File: config.mk
export PLATFORM = sky130hd
export DESIGN_NAME = prufer_sequence_decode
export DESIGN_NICKNAME = d
export VERILOG_FILES = /design/src/hw/rtl/psd_pkg.sv /design/src/hw/rtl/prufer_sequence_decode.sv /design/src/hw/rtl/psd_ram.sv /design/src/hw/rtl/psd_ctrl.sv /design/src/hw/rtl/psd_datapath.sv
export SDC_FILE = /design/constraint.sdc
export NUM_CORES = 1
export LEC_CHECK = 0
export BUFFER_PORTS_ARGS = -buffer_cell sky130_fd_sc_hd__buf_4
export CAP_MARGIN = 20
export CELL_PAD_IN_SITES_DETAIL_PLACEMENT = 2
export CELL_PAD_IN_SITES_GLOBAL_PLACEMENT = 2
export CORE_AREA = 2 2 179 357
export CTS_CLUSTER_SIZE = 25
export DETAILED_ROUTE_END_ITERATION = 12
export DIE_AREA = 0 0 181 359
export GPL_TIMING_DRIVEN = 0
export PLACE_DENSITY = 0.83
export SYNTH_ARGS = -nofsm -noshare
export SYNTH_HDL_FRONTEND = slang
export SYNTH_SLANG_ARGS = --single-unit
File: constraint.sdc
create_clock -name clk -period 3.4 [get_ports clk]
set_clock_uncertainty 0.15 [all_clocks]
set_input_delay 1.02 -clock clk [delete_from_list [all_inputs] [get_ports clk]]
set_output_delay 1.02 -clock clk [all_outputs]
set_load 0.005 [all_outputs]
File: src/hw/rtl/psd_pkg.sv
// Shared types and constants for the Prufer sequence decoder.
// Holds the controller state encoding and the command and status bundles.
// Depends on nothing; the top level, controller and datapath import it.
package psd_pkg;

	// Field widths fixed by the block's interface.
	localparam int SYM_W   = 5;
	localparam int COUNT_W = 6;
	localparam int CFG_W   = 6;

	localparam logic [COUNT_W-1:0] COUNT_SAT    = 6'd63;
	localparam logic [CFG_W-1:0]   N_RESET      = 6'd3;
	localparam logic [CFG_W-1:0]   N_MIN        = 6'd3;

	typedef enum logic [3:0] {
		ST_IDLE,
		ST_CNT_RD,
		ST_CNT_CHK,
		ST_ERR_OUT,
		ST_EDGE_RD,
		ST_EDGE_OUT,
		ST_FIN_VEC,
		ST_FIN_FIRST,
		ST_FIN_OUT
	} psd_state_t;

	// Which result the output register loads.
	typedef enum logic [1:0] {
		OUT_NONE,
		OUT_ERR,
		OUT_EDGE,
		OUT_FINAL
	} psd_out_sel_t;

	// Commands from the controller to the datapath.
	typedef struct packed {
		logic         load;
		logic         rd_en;
		logic         cnt_step;
		logic         elig_edge;
		logic         elig_fin;
		logic         fin_first;
		logic         edge_commit;
		logic         run_end;
		psd_out_sel_t out_sel;
	} psd_cmd_t;

	// Status from the datapath to the controller.
	typedef struct packed {
		logic in_last;
		logic run_bad;
		logic err;
		logic sym_bad;
		logic pos_last;
		logic out_free;
	} psd_stat_t;

endpackage

File: src/hw/rtl/prufer_sequence_decode.sv
// Prufer sequence decoder, top level. Load takes one code symbol per cycle while idle.
// After the request marked last, the count pass reads and checks each symbol,
// the edge pass makes each edge with one store read and one leaf pick, then
// the final edge is formed from the two labels left; a rejected run reports
// a single error result instead.
// Reset clears all run state and sets the vertex count to 3; the store is not cleared.
module prufer_sequence_decode #(
	parameter int MAX_VERTICES = 32
) (
	input  logic       clk,
	input  logic       arst_n,
	input  logic       cfg_valid,
	output logic       cfg_ready,
	input  logic [5:0] cfg_data,
	input  logic       code_valid,
	output logic       code_stall,
	input  logic [4:0] code_symbol,
	input  logic       is_last,
	output logic       edge_valid,
	input  logic       edge_stall,
	output logic [4:0] edge_low,
	output logic [4:0] edge_high,
	output logic       last_edge,
	output logic       bad_sequence
);

	import psd_pkg::*;

	psd_cmd_t  cmd;
	psd_stat_t stat;
	logic      cfg_we;

	// The vertex count register takes a write in any cycle.
	assign cfg_ready = 1'b1;
	assign cfg_we    = cfg_valid & cfg_ready;

	psd_ctrl u_ctrl (
		.clk        (clk),
		.arst_n     (arst_n),
		.code_valid (code_valid),
		.code_stall (code_stall),
		.stat       (stat),
		.cmd        (cmd)
	);

	psd_datapath #(
		.MAX_VERTICES (MAX_VERTICES)
	) u_datapath (
		.clk          (clk),
		.arst_n       (arst_n),
		.cfg_we       (cfg_we),
		.cfg_data     (cfg_data),
		.code_symbol  (code_symbol),
		.is_last      (is_last),
		.cmd          (cmd),
		.stat         (stat),
		.edge_valid   (edge_valid),
		.edge_stall   (edge_stall),
		.edge_low     (edge_low),
		.edge_high    (edge_high),
		.last_edge    (last_edge),
		.bad_sequence (bad_sequence)
	);

endmodule

File: src/hw/rtl/psd_ram.sv
// Generic simple dual-port RAM with one write port and a registered read port.
// Standalone; no package dependency.
module psd_ram #(
	parameter int WIDTH = 5,
	parameter int DEPTH = 32,
	localparam int AW = (DEPTH > 1) ? $clog2(DEPTH) : 1
) (
	input  logic             clk,
	input  logic             we,
	input  logic [AW-1:0]    waddr,
	input  logic [WIDTH-1:0] wdata,
	input  logic             re,
	input  logic [AW-1:0]    raddr,
	output logic [WIDTH-1:0] rdata
);

	logic [WIDTH-1:0] mem [DEPTH];

	// Write port.
	always_ff @(posedge clk) begin
		if (we) begin
			mem[waddr] <= wdata;
		end
	end

	// Registered read; data holds while no read is issued.
	always_ff @(posedge clk) begin
		if (re) begin
			rdata <= mem[raddr];
		end
	end

endmodule

File: src/hw/rtl/psd_ctrl.sv
// Controller state machine of the Prufer sequence decoder.
// Sequences the load, count, edge and final phases and the error result through psd_cmd_t.
// Depends on psd_pkg.
module psd_ctrl (
	input  logic              clk,
	input  logic              arst_n,
	input  logic              code_valid,
	output logic              code_stall,
	input  psd_pkg::psd_stat_t stat,
	output psd_pkg::psd_cmd_t  cmd
);

	import psd_pkg::*;

	psd_state_t state_q, state_d;

	// State register.
	always_ff @(posedge clk or negedge arst_n) begin
		if (!arst_n) begin
			state_q <= ST_IDLE;
		end else begin
			state_q <= state_d;
		end
	end

	// Next state and commands.
	always_comb begin
		state_d     = state_q;
		cmd         = '0;
		cmd.out_sel = OUT_NONE;
		code_stall  = 1'b1;
		unique case (state_q)
			ST_IDLE: begin
				code_stall = 1'b0;
				if (code_valid) begin
					cmd.load = 1'b1;
					if (stat.in_last) begin
						state_d = stat.run_bad ? ST_ERR_OUT : ST_CNT_RD;
					end
				end
			end
			ST_CNT_RD: begin
				cmd.rd_en = 1'b1;
				state_d   = ST_CNT_CHK;
			end
			ST_CNT_CHK: begin
				cmd.cnt_step = 1'b1;
				if (stat.pos_last) begin
					state_d = (stat.err || stat.sym_bad) ? ST_ERR_OUT : ST_EDGE_RD;
				end else begin
					state_d = ST_CNT_RD;
				end
			end
			ST_ERR_OUT: begin
				if (stat.out_free) begin
					cmd.out_sel = OUT_ERR;
					cmd.run_end = 1'b1;
					state_d     = ST_IDLE;
				end
			end
			ST_EDGE_RD: begin
				cmd.rd_en     = 1'b1;
				cmd.elig_edge = 1'b1;
				state_d       = ST_EDGE_OUT;
			end
			ST_EDGE_OUT: begin
				if (stat.out_free) begin
					cmd.out_sel     = OUT_EDGE;
					cmd.edge_commit = 1'b1;
					state_d         = stat.pos_last ? ST_FIN_VEC : ST_EDGE_RD;
				end
			end
			ST_FIN_VEC: begin
				cmd.elig_fin = 1'b1;
				state_d      = ST_FIN_FIRST;
			end
			ST_FIN_FIRST: begin
				cmd.fin_first = 1'b1;
				state_d       = ST_FIN_OUT;
			end
			ST_FIN_OUT: begin
				if (stat.out_free) begin
					cmd.out_sel = OUT_FINAL;
					cmd.run_end = 1'b1;
					state_d     = ST_IDLE;
				end
			end
			default: begin
				state_d = ST_IDLE;
			end
		endcase
	end

	// A result is only loaded when the output register can take it.
	a_out_free: assert property (@(posedge clk) disable iff (!arst_n)
		(cmd.out_sel != OUT_NONE) |-> stat.out_free)
		else $error("result loaded while output register busy");

	// A blocked edge result keeps the controller waiting in place.
	a_edge_wait: assert property (@(posedge clk) disable iff (!arst_n)
		(state_q == ST_EDGE_OUT && !stat.out_free) |=> (state_q == ST_EDGE_OUT))
		else $error("edge result dropped while output busy");

endmodule

File: src/hw/rtl/psd_datapath.sv
// Datapath of the Prufer sequence decoder: code store, per-label occurrence
// cells, used mask, leaf search and the output register.
// Depends on psd_pkg and psd_ram.
module psd_datapath #(
	parameter int MAX_VERTICES = 32
) (
	input  logic               clk,
	input  logic               arst_n,
	input  logic               cfg_we,
	input  logic [5:0]         cfg_data,
	input  logic [4:0]         code_symbol,
	input  logic               is_last,
	input  psd_pkg::psd_cmd_t  cmd,
	output psd_pkg::psd_stat_t stat,
	output logic               edge_valid,
	input  logic               edge_stall,
	output logic [4:0]         edge_low,
	output logic [4:0]         edge_high,
	output logic               last_edge,
	output logic               bad_sequence
);

	import psd_pkg::*;

	localparam int AW = $clog2(MAX_VERTICES);
	localparam int LW = (AW > SYM_W) ? AW : SYM_W;
	localparam int CW = AW;

	logic [CFG_W-1:0]        n_q;
	logic [COUNT_W-1:0]      count_q, count_inc;
	logic                    err_q, err_load, size_bad, sym_bad;
	logic [MAX_VERTICES-1:0] used_q, elig_q, below_n, occ_zero, avail, leaf_hot;
	logic [CW-1:0]           occ_q [MAX_VERTICES];
	logic [AW-1:0]           pos_q;
	logic                    pos_last;
	logic                    ram_we;
	logic [SYM_W-1:0]        rd_data;
	logic [LW-1:0]           sym_ext, leaf, first_q, lo, hi;
	logic                    out_valid_q;
	logic [SYM_W-1:0]        edge_low_q, edge_high_q;
	logic                    last_q, bad_q;

	// Lowest set bit of a label vector, as a label.
	function automatic logic [LW-1:0] first_set(input logic [MAX_VERTICES-1:0] v);
		logic [LW-1:0] idx;
		idx = '0;
		for (int j = MAX_VERTICES - 1; j >= 0; j--) begin
			if (v[j]) begin
				idx = LW'(j);
			end
		end
		return idx;
	endfunction

	// Vertex count register.
	always_ff @(posedge clk or negedge arst_n) begin
		if (!arst_n) begin
			n_q <= N_RESET;
		end else if (cfg_we) begin
			n_q <= cfg_data;
		end
	end

	// Checks made as a symbol is loaded.
	assign count_inc = (count_q == COUNT_SAT) ? count_q : count_q + 6'd1;
	assign err_load  = err_q | ({1'b0, code_symbol} >= n_q);
	assign size_bad  = (n_q < N_MIN) || (7'(n_q) > 7'(MAX_VERTICES)) ||
		(count_inc != n_q - 6'd2);
	assign ram_we    = cmd.load && (7'(count_q) < 7'(MAX_VERTICES));

	// Code store.
	psd_ram #(
		.WIDTH (SYM_W),
		.DEPTH (MAX_VERTICES)
	) u_code_store (
		.clk   (clk),
		.we    (ram_we),
		.waddr (count_q[AW-1:0]),
		.wdata (code_symbol),
		.re    (cmd.rd_en),
		.raddr (pos_q),
		.rdata (rd_data)
	);

	// The last code position is n-3, since the code holds n-2 symbols.
	assign sym_ext  = LW'(rd_data);
	assign sym_bad  = ({1'b0, rd_data} >= n_q);
	assign pos_last = (7'(pos_q) == 7'(n_q) - 7'd3);

	// Run counters and error flag.
	always_ff @(posedge clk or negedge arst_n) begin
		if (!arst_n) begin
			count_q <= '0;
			err_q   <= 1'b0;
		end else if (cmd.run_end) begin
			count_q <= '0;
			err_q   <= 1'b0;
		end else if (cmd.load) begin
			count_q <= count_inc;
			err_q   <= err_load | (is_last & size_bad);
		end else if (cmd.cnt_step && sym_bad) begin
			err_q   <= 1'b1;
		end
	end

	// Code position walked by the count and edge passes.
	always_ff @(posedge clk or negedge arst_n) begin
		if (!arst_n) begin
			pos_q <= '0;
		end else if (cmd.run_end) begin
			pos_q <= '0;
		end else if (cmd.cnt_step || cmd.edge_commit) begin
			pos_q <= pos_last ? '0 : pos_q + 1'b1;
		end
	end

	// Per-label occurrence cells: each counts how often its label occurs
	// at the current code position or later.
	for (genvar j = 0; j < MAX_VERTICES; j++) begin : g_cell
		logic hit;
		assign hit         = (sym_ext == LW'(j));
		assign below_n[j]  = (7'(j) < 7'(n_q));
		assign occ_zero[j] = (occ_q[j] == '0);

		always_ff @(posedge clk or negedge arst_n) begin
			if (!arst_n) begin
				occ_q[j] <= '0;
			end else if (cmd.run_end) begin
				occ_q[j] <= '0;
			end else if (cmd.cnt_step && hit) begin
				occ_q[j] <= occ_q[j] + 1'b1;
			end else if (cmd.edge_commit && hit) begin
				occ_q[j] <= occ_q[j] - 1'b1;
			end
		end
	end

	assign avail    = ~used_q & below_n;
	assign leaf_hot = elig_q & ~(elig_q - 1'b1);
	assign leaf     = first_set(elig_q);

	// Used label mask.
	always_ff @(posedge clk or negedge arst_n) begin
		if (!arst_n) begin
			used_q <= '0;
		end else if (cmd.run_end) begin
			used_q <= '0;
		end else if (cmd.edge_commit) begin
			used_q <= used_q | leaf_hot;
		end
	end

	// Candidate vector and first remaining label.
	always_ff @(posedge clk) begin
		if (cmd.elig_edge) begin
			elig_q <= avail & occ_zero;
		end else if (cmd.elig_fin) begin
			elig_q <= avail;
		end else if (cmd.fin_first) begin
			elig_q  <= elig_q & (elig_q - 1'b1);
			first_q <= leaf;
		end
	end

	// Order the edge's two labels.
	assign lo = (sym_ext < leaf) ? sym_ext : leaf;
	assign hi = (sym_ext < leaf) ? leaf : sym_ext;

	// Output register valid.
	always_ff @(posedge clk or negedge arst_n) begin
		if (!arst_n) begin
			out_valid_q <= 1'b0;
		end else if (cmd.out_sel != OUT_NONE) begin
			out_valid_q <= 1'b1;
		end else if (!edge_stall) begin
			out_valid_q <= 1'b0;
		end
	end

	// Output register payload.
	always_ff @(posedge clk) begin
		unique case (cmd.out_sel)
			OUT_ERR: begin
				edge_low_q  <= '0;
				edge_high_q <= '0;
				last_q      <= 1'b1;
				bad_q       <= 1'b1;
			end
			OUT_EDGE: begin
				edge_low_q  <= lo[SYM_W-1:0];
				edge_high_q <= hi[SYM_W-1:0];
				last_q      <= 1'b0;
				bad_q       <= 1'b0;
			end
			OUT_FINAL: begin
				edge_low_q  <= first_q[SYM_W-1:0];
				edge_high_q <= leaf[SYM_W-1:0];
				last_q      <= 1'b1;
				bad_q       <= 1'b0;
			end
			OUT_NONE: begin
			end
			default: begin
			end
		endcase
	end

	assign edge_valid   = out_valid_q;
	assign edge_low     = edge_low_q;
	assign edge_high    = edge_high_q;
	assign last_edge    = last_q;
	assign bad_sequence = bad_q;

	// Status to the controller.
	assign stat.in_last  = is_last;
	assign stat.run_bad  = err_load | size_bad;
	assign stat.err      = err_q;
	assign stat.sym_bad  = sym_bad;
	assign stat.pos_last = pos_last;
	assign stat.out_free = !out_valid_q || !edge_stall;

	// Every occurrence counted is consumed by the time the last code edge is made.
	a_occ_drained: assert property (@(posedge clk) disable iff (!arst_n)
		(cmd.edge_commit && pos_last) |=> (&occ_zero))
		else $error("occurrence counts not drained after edge pass");

	// A valid code leaves exactly two labels for the final edge.
	a_two_left: assert property (@(posedge clk) disable iff (!arst_n)
		cmd.elig_fin |-> ($countones(avail) == 2))
		else $error("final edge does not have two free labels");

	// An edge is only committed with a candidate leaf present.
	a_leaf_found: assert property (@(posedge clk) disable iff (!arst_n)
		cmd.edge_commit |-> (elig_q != '0))
		else $error("no leaf candidate for code position");

	// Count steps consume data read in the previous cycle.
	a_cnt_after_rd: assert property (@(posedge clk) disable iff (!arst_n)
		cmd.cnt_step |-> $past(cmd.rd_en))
		else $error("count step without store read");

endmodule

Word level (Yosys, flattened, before mapping)
Memories as Yosys holds them, arrays and structs flattened. A register that Yosys moved wholly into a read port is not among the register bits.
Index checks and enable logic that the tools add are counted.
{ "op_classes": {"magnitude_cmp": 38, "addsub": 69, "n_eq_ne": 50, "reduce_logical": 154, "bitwise": 13, "n_mux": 176} }
{ "ops": {"columns": ["op", "count"], "rows": [
  ["$mux W5", 133],
  ["$add A5 B1 Y5 const B", 33],
  ["$logic_not A5 Y1", 33],
  ["$mux W32", 5],
  ["$sub A5 B1 Y5 const B", 32],
  ["$and A32 B32 Y32", 4],
  ["$reduce_bool A3 Y1", 35],
  ["$lt A5 B6 Y1 const A", 16],
  ["$eq A5 B5 Y1 const B", 16],
  ["$logic_and A1 B1 Y1", 66],
  ["$not A32 Y32", 2],
  ["$lt A4 B6 Y1 const A", 8],
  ["$eq A5 B4 Y1 const B", 8],
  ["$or A32 B32 Y32", 1],
  ["$pmux W4 S8", 1],
  ["$sub A32 B1 Y32 const B", 1],
  ["$pmux W5 S3", 2],
  ["$lt A3 B6 Y1 const A", 4],
  ["$eq A5 B3 Y1 const B", 4],
  ["$mux W4", 5],
  ["$mux W6", 3],
  ["$mux W1", 17],
  ["$eq A4 B3 Y1 const B", 4],
  ["$ge A5 B6 Y1", 2],
  ["other kinds (35)", 65]
]} }
{ "totals": {"mem_count": 1, "register_bits": 264, "ram_bits": 160, "output_inout_bits": 15, "input_bits": 17, "word_cells": 546} }
{ "mem_list": {"columns": ["memory", "words", "width", "read_ports", "rd_clocked_by_memory_dff", "write_ports", "line_no", "rtl"], "rows": [
  ["u_datapath.u_code_store.mem", 32, 5, 1, 1, 1, "psd_ram.sv:17", "logic [WIDTH-1:0] mem [DEPTH];"]
]} }

Depth between registers and ports, before layout
Gate-level depths: netlist of run 1.
{ "logic_depth": {"depth_word": 35, "mapped_depth": 15} }

By module
A second synthesis of run 1 with hierarchy kept.
{ "hier_totals": {"hier_cells": 2262, "hier_area_um2": 24355.9} }
{ "modules_own_cells": {"columns": ["module", "n_inst", "seq_area_each_um2", "area_each_um2", "cells_per_inst"], "rows": [
  ["psd_datapath", 1, 6754.0, 17551.8, 1927],
  ["psd_ram", 1, 4954.8, 6394.9, 277],
  ["psd_ctrl", 1, 100.1, 397.9, 56],
  ["prufer_sequence_decode", 1, 0.0, 11.3, 2]
]} }

Worst setup path after synthesis of run 1
OpenSTA, ideal clock, no wires.
{ "synth_path": {"kind": "reg2reg", "startpoint": "register u_datapath.elig_q[21]", "endpoint": "register u_datapath.edge_high_q[2], in the netlist u_datapath.edge_high[2] (data pin)", "stages_incl_launch_ff": 14, "t_arrival_ns": 3.051, "setup_ns": 0.256, "path_slack_ns": -0.057, "required_ns": 2.994, "cell_sequence": "edfxtp_1 -> clkbuf_1 -> or4_1 -> nor2_1 -> o21ai_0 -> a21oi_1 -> inv_1 -> ha_1 -> o21ai_0 -> nor2_1 -> o41a_1 -> buf_6 -> and2_4 -> a22o_1"} }
{ "synth_via": {"elab_chain_cells": 25} }
{ "synth_lines": {"columns": ["item", "line_no", "rtl"], "rows": [
  ["start: declaration", "psd_datapath.sv:32", "logic [MAX_VERTICES-1:0] used_q, elig_q, below_n, occ_zero, avail, leaf_hot;"],
  ["start signal: assignment", "psd_datapath.sv:156", "elig_q <= avail & occ_zero;"],
  ["start signal: assignment", "psd_datapath.sv:158", "elig_q <= avail;"],
  ["start signal: assignment", "psd_datapath.sv:160", "elig_q <= elig_q & (elig_q - 1'b1);"],
  ["$mux W5 (22 in a row)", "psd_datapath.sv:48", "if (v[j]) begin"],
  ["via u_datapath.leaf[3]", "psd_datapath.sv:38", "logic [LW-1:0] sym_ext, leaf, first_q, lo, hi;"],
  ["$lt A5 B5 Y1", "psd_datapath.sv:167", "assign hi = (sym_ext < leaf) ? leaf : sym_ext;"],
  ["$mux W5", "psd_datapath.sv:167", null],
  ["$pmux W5 S3", "psd_datapath.sv:182", "unique case (cmd.out_sel)"],
  ["end signal: assignment", "psd_datapath.sv:191", "edge_high_q <= hi[SYM_W-1:0];"],
  ["end signal: assignment", "psd_datapath.sv:197", "edge_high_q <= leaf[SYM_W-1:0];"],
  ["end: declaration", "psd_datapath.sv:40", "logic [SYM_W-1:0] edge_low_q, edge_high_q;"]
]} }
The timed path passes the listed nets, and every way through them passes these cells.
A chain may end at the register's enable or synchronous reset.

Worst setup path after layout of run 1
{ "layout_path": {"startpoint": "register u_ctrl.state_q[1]", "endpoint": "register u_datapath.elig_q[26] (data pin)"} }
{ "layout_via": {"elab_chain_cells": 4, "elab_cells_between_ends": 6, "classes_between": "2 x eq/ne; 4 x mux"} }
{ "layout_lines": {"columns": ["item", "line_no", "rtl"], "rows": [
  ["start: declaration", "psd_ctrl.sv:15", "psd_state_t state_q, state_d;"],
  ["start signal: assignment", "psd_ctrl.sv:22", "state_q <= state_d;"],
  ["$eq A4 B3 Y1", "psd_ctrl.sv:32", "unique case (state_q)"],
  ["$mux W1", "psd_ctrl.sv:32", null],
  ["$mux W32", "psd_datapath.sv:157", "end else if (cmd.elig_fin) begin"],
  ["$mux W32 *", "psd_datapath.sv:155", "if (cmd.elig_edge) begin"]
]} }
Every way passes the cells marked *; elsewhere a longest branch is shown, timed or not.

==> results of run 1 <==
[critical path, cell delays in order (launching register included)]
cell	delay (ns)
dfrtp_1	0.49
buf_4	0.33
clkbuf_2	0.50
clkbuf_2	0.57
a21oi_1	0.23
o41ai_1	1.35
[power groups by stage]
| stage | Combinational, uW | Sequential (uW) | Clock (uW) |
|---|---|---|---|
| detailed placement | 9980 | 7720 | 0 |
| global placement | 9170 | 7630 | 0 |
| global route | 12500 | 7850 | 5650 |
| CTS | 10600 | 7610 | 5400 |
| floorplan | 6810 | 7310 | 0 |
| finish | 11600 | 7740 | 5500 |
[metal layers]
layer  up-vias  part of all wire [%]  global-route usage, %
met2      1214                    48                   50.9
met1     10881                    36                   34.9
met5         -                  0.10                      0
met4        14                   8.6                   20.4
li1       8561                     -                      -
met3       513                   7.4                   5.32
[stage by stage]
step / power (uW) / setup WS, ns / hold slack (ns) / setup TNS, ns
global route: 26000 / -0.640 / 0.247 / -11.11
detailed placement: 17700 / -1.09 / 0.338 / -70.76
global placement: 16800 / -0.907 / 0.323 / -249.15
CTS: 23600 / -0.00491 / 0.268 / -0.00491
finish: 24800 / -0.693 / 0.196 / -11.87
floorplan: 14100 / 0.0259 / 0.301 / 0
[final cells by class]
cell class | instances | area share [%]
tap | 792 | 3.53
multi-input combinational | 1628 | 42.2
clock buffer | 60 | 4.28
antenna | 4 | 0.0356
clock inverter | 21 | 1.15
inverter | 124 | 1.67
sequential | 429 | 42.1
timing repair buffer | 114 | 3.39
buffer | 86 | 1.64
[state kept, by name, indices dropped and copies added (netlist names), 6 cells and up]
name                         count
u_datapath.count_q               6
u_datapath.n_q                   6
u_datapath.elig_q               32
u_datapath.occ_q               160
u_datapath.used_q               32
u_datapath.u_code_store.mem    160
[cell usage in the layout (no fill, tap or decap), drive strengths merged, types with 6 or more instances in the layout]
cell / instances
nor2b: 75
buf: 151
a22o: 9
nor2: 192
or3: 6
dfrtp: 213
nor4: 34
a41oi: 6
o21ai: 195
fa: 32
mux4: 50
ha: 119
a211oi: 6
clkinv: 12
clkbuf: 108
a21o: 33
nand2b: 79
a31oi: 30
nand2: 269
inv: 123
xnor2: 32
and2: 6
or4: 15
mux2: 7
mux2i: 10
o211ai: 12
o41ai: 45
bufinv: 8
nand3: 68
edfxtp: 214
a21oi: 91
o31ai: 66
nor3: 25
xor2: 49
[timing repair]
item	in CTS	in global routing
setup buffers	49	30
gates resized for setup	89	81
pin swaps	12	17
setup endpoints to repair	176	93
[worst max path at each step]
stage	start	to	slack [ns]
2_1_floorplan	u_datapath.elig_q[21]	u_datapath.edge_high[2]	0.03
3_3_place_gp	u_ctrl.state_q[2]	u_datapath.elig_q[14]	-0.91
3_5_place_dp	u_datapath.elig_q[27]	u_datapath.edge_high[0]	-1.09
4_1_cts	u_datapath.elig_q[14]	u_datapath.edge_high[0]	-0.005
5_1_grt	u_ctrl.state_q[0]	u_datapath.elig_q[26]	-0.64
6_report	u_ctrl.state_q[1]	u_datapath.elig_q[26]	-0.69
[logic make-up (layout without fill, tap and decap cells)]
logic type	count (synthesis)	after routing	synth area share (%)
multiplexers	67	67	5.43
other	1	5	0.0156
XOR/XNOR	81	81	2.95
adder cells (fa/ha/maj)	151	151	8.86
flip-flops	429	429	49.1
buffers and inverters	222	405	3.73
AND/OR/NAND/NOR	795	795	15.7
AO/OA/AOI/OAI	533	533	14.2
==> flow_summary.json, run 1 <==
{
  "vias": 21183,
  "die_h_um": 359,
  "setup_viol": 109,
  "ys_top_cells_by_area": "edfxtp_1 27%, dfrtp_1 22%, ha_1 6.2%",
  "grt_use_total_pct": 30.2,
  "rr_endpoint": "u_datapath.elig_q[26]",
  "synth_top_cell_by_area": "edfxtp_1",
  "grt_max_degree": 75,
  "dpl_cell_area_um2": 25400,
  "final_util_pct": 45.0,
  "final_area_um2": 28100,
  "worstPathRequired_ns": 3.45,
  "clk_pin_slew_worst_paths_ns": 0.09,
  "regToRegSetupSlack_ns": -0.69,
  "drc_errors": 0,
  "ys_seq_area_share_pct": 49.1,
  "cts-buffers-inserted": 44,
  "cts_htree_levels": 2,
  "finalNetCount": 2595,
  "cp.arrival_ns": 4.14,
  "drt.antenna.violating_nets": 0,
  "yosys_warnings": 0,
  "clk_path_buf_depth": 3,
  "std_cell_rows": 130,
  "coreArea_um2": 62500,
  "io_pins": 32,
  "p_int_uw": 14000,
  "dieWidth_um": 181,
  "grt_overflow": 0,
  "syn-instance-count": 2279,
  "synth_cell_types": 74,
  "hold_buffers": 0,
  "hold_viol_final": 0,
  "hold_path_class": "input port to async pin",
  "port_buffers": 30,
  "avgSynthCellArea_um2": 10.5,
  "grt_pass1_vias": 22954,
  "synth_common_cells": "266 x nand2_1, 214 x edfxtp_1, 213 x dfrtp_1",
  "area_growth_pct": 16.8,
  "ys.flop_type": "edfxtp_1",
  "regArea_um2": 11800,
  "first_iter_violations": 2000,
  "layout.cells.non_filler": 3258,
  "r2r_cells": 5,
  "crit_path_max_fanout": 10,
  "power_density_nw_per_um2": 885,
  "grt_pass1_wl_mm": 149,
  "rsz0062_at_grt": "true",
  "dp.cells": 3104,
  "leakage_uw": 0.0111,
  "design.die.area_um2": 65000,
  "crit_path_end_kind": "flip-flop",
  "cap_viol_max_count": 1,
  "multi_input_area_um2": 11900,
  "syn_area_um2": 24000,
  "syn-num-nets": 2447,
  "violations": "max-capacitance violations, max-slew violations, negative setup slack",
  "dp_hpwl_mm": 61.1,
  "crit_type": "flip-flop to flip-flop",
  "fin_crit_ns": 4.09,
  "start_util_pct": 38.5,
  "synth_seq_cells": 429,
  "clockRootBuffer": "clkbuf_16",
  "cts_sinks": 429,
  "status": "finished, violations left",
  "slew_headroom_pct": -6.17,
  "drive_above_1_share_pct": 16.4,
  "p_sw_uw": 10900,
  "synth_edf_count": 214,
  "gp_congestion": 0.879,
  "slew_viol_final": 2,
  "first_pass_iters": 5,
  "antenna_found_initial": 7,
  "p_clk_share_pct": 22.1,
  "post-route-period-util_pct": 120,
  "worstMarginPinSlew_ns": 1.57,
  "rr_startpoint": "u_ctrl.state_q[1]",
  "clk_latency_ns": 0.64,
  "peakVddDrop_v": 0.000564,
  "setup_slack_ns": -0.693,
  "n_fill_cell": 6446,
  "comb_power_share_pct": 46.7,
  "netlist.area_leader.share_pct": 26.7,
  "wl_per_cell_um": 32.9,
  "fmax_mhz": 244,
  "cts_tree": "yes",
  "vias_per_cell": 6.50,
  "wl_mm": 107,
  "p_seq_share_pct": 31.2,
  "yosysMostFrequentCell": "nand2_1",
  "synthArstFlopShare_pct": 50.1,
  "sw_frac_of_total_pct": 43.8,
  "start_kind": "flip-flop"
}
Power figures use the tool's default switching activity.
==> inputs of run 2 (changes only) <==
- RECOVER_POWER: default -> 100
==> run 2 against run 1 <==
The flow still finishes with violations (max-capacitance violations, max-slew violations, negative setup slack). Sequential share of layout area about the same. Non-clock buffer count unchanged. Power about the same. Clock-buffer cell count unchanged. Global-route usage unchanged. Flip-flop and latch count unchanged. Largest cell class unchanged. Routed wire length about the same. Register-to-register slack worse by 0.43 ns. Design area about the same. Worst hold slack better by 0.17 ns. Sequential power about the same. Combinational power about the same.
==> flow_summary.json, run 2 (synthesized netlist as in run 1, its figures left out) <==
{
  "slew_viol_final": 109,
  "clk_pin_slew_worst_paths_ns": 0.09,
  "wl_met2_mm": 51.2,
  "drc_errors": 0,
  "worstPathRequired_ns": 3.44,
  "dp_hpwl_mm": 61.1,
  "rr_endpoint": "u_datapath.elig_q[26]",
  "vias_per_cell": 6.50,
  "vias": 21147,
  "cts_tree": "yes",
  "clk_path_buf_depth": 3,
  "min_from": "u_datapath.occ_q[78]",
  "grt_pass1_vias": 22954,
  "rr_startpoint": "u_ctrl.state_q[1]",
  "gp_congestion": 0.879,
  "top_layer": "met5",
  "coreArea_um2": 62500,
  "final_area_um2": 28100,
  "hold_path_class": "flip-flop to flip-flop",
  "crit_path_end_kind": "flip-flop",
  "cp_top_family": "buffers and inverters",
  "start_util_pct": 38.5,
  "slowest_stage": "o41ai_1",
  "dieWidth_um": 181,
  "std_cell_rows": 130,
  "wl_mm": 107,
  "hold_path_end": "u_datapath.occ_q[78]",
  "area_growth_pct": 16.7,
  "post-route-period-util_pct": 133,
  "dpl_cell_area_um2": 25400,
  "wl_met3_mm": 8.02,
  "grt_pass1_wl_mm": 149,
  "first_pass_iters": 5,
  "leakage_uw": 0.0110,
  "setup_slack_ns": -1.13,
  "crit_path_max_fanout": 10,
  "multi_input_area_um2": 11900,
  "start_kind": "flip-flop",
  "finalPower_uw": 24800,
  "first_iter_violations": 1958,
  "drive_above_1_share_pct": 16.2,
  "design.die.area_um2": 65000,
  "slew_headroom_pct": -48.1,
  "crit_type": "flip-flop to flip-flop",
  "grt_overflow": 0,
  "regToRegSetupSlack_ns": -1.13,
  "cap_viol_max_count": 3,
  "cts_htree_levels": 2,
  "final_cell_mix": "256 x nand2_1, 214 x edfxtp_1, 209 x dfrtp_1, 160 x nor2_1, 122 x o21ai_1",
  "die_h_um": 359,
  "cts-buffers-inserted": 44,
  "status": "finished, violations left",
  "reg_top3": "u_datapath.occ_q (160), u_datapath.u_code_store.mem (160)",
  "grt_max_degree": 75,
  "crit_chain": "buf_4, clkbuf_1, clkbuf_2, a21oi_1, o41ai_1",
  "fmax_mhz": 221,
  "io_pins": 32,
  "critPathBufInv": 3,
  "worstMarginPinSlew_ns": 2.22,
  "cts_sinks": 429,
  "grt_use_total_pct": 30.2,
  "finalNetCount": 2595,
  "peakVddDrop_v": 0.000563,
  "violations": "max-capacitance violations, max-slew violations, negative setup slack",
  "hold_viol_final": 0,
  "n_fill_cell": 6455,
  "setup_viol": 109,
  "clockRootBuffer": "clkbuf_16",
  "final_common_cell": "nand2_1",
  "drt-met1-wl_mm": 38.0,
  "wl_per_cell_um": 32.9,
  "port_buffers": 30,
  "drt.antenna.violating_nets": 0,
  "cp.arrival_ns": 4.56,
  "cp_slowest_stage_delay_ns": 1.40,
  "power_density_nw_per_um2": 885,
  "clk_latency_ns": 0.64,
  "regArea_um2": 11800,
  "fin_crit_ns": 4.53,
  "hold_path_depth": 2,
  "r2r_cells": 5,
  "antenna_found_initial": 7,
  "rsz0062_at_grt": "true"
}
[run 2: worst reg2reg max path: stages, from the launching register on]
cell,delay (ns)
dfrtp_1,0.49
buf_4,0.33
clkbuf_1,0.84
clkbuf_2,0.64
a21oi_1,0.24
o41ai_1,1.40
[run 2: where the power goes]
part	leakage (uW)	total [uW]	switching, uW	internal (uW)
sequential	0.00473	7740	1200	6550
combinational	0.00559	11600	7290	4310
clock	0.000735	5500	2400	3100
total	0.0110	24800	10900	14000
[run 2: layer usage]
metal | vias up | GRT usage, %
li1 | 8566 | -
met1 | 10824 | 34.9
met2 | 1216 | 50.9
met3 | 531 | 5.32
met4 | 10 | 20.4
met5 | - | 0
[run 2: stage by stage]
step,util (%),setup TNS (ns),setup slack (ns),hold WS [ns],std cells
final,44.9,-12.83,-1.13,0.366,3255
after global routing,44.9,-11.66,-1.02,0.402,3254
after CTS,44.1,-0.00491,-0.00491,0.268,3226
after detailed placement,40.6,-70.76,-1.09,0.338,3104
after global placement,40.4,-249.15,-0.907,0.323,3101
after floorplan,-,0,0.0259,0.301,2279
[run 2: timing repair]
action / in CTS / in global routing
pin swaps: 12 / 17
buffers inserted: 49 / 30
gates resized for setup: 89 / 81
hold buffers: 0 / 0
endpoints found under the setup margin: 176 / 93
endpoints found under the hold margin: 0 / 0
[run 2: layout make-up]
cell class	instances	share of cell area (%)
antenna	1	0.00892
buffer	86	1.64
clock buffer	60	4.28
clock inverter	21	1.15
inverter	124	1.67
multi-input combinational	1628	42.3
sequential	429	42.1
tap	792	3.53
timing repair buffer	114	3.34
[run 2: worst max path at each step]
stage | startpoint | end | slack, ns | cells past startpoint
floorplan | u_datapath.elig_q[21] | u_datapath.edge_high[2] | 0.03 | 13
global placement | u_ctrl.state_q[2] | u_datapath.elig_q[14] | -0.91 | 4
detailed placement | u_datapath.elig_q[27] | u_datapath.edge_high[0] | -1.09 | 13
CTS | u_datapath.elig_q[14] | u_datapath.edge_high[0] | -0.005 | 13
global route | u_ctrl.state_q[1] | u_datapath.elig_q[26] | -1.02 | 5
finish | u_ctrl.state_q[1] | u_datapath.elig_q[26] | -1.13 | 5
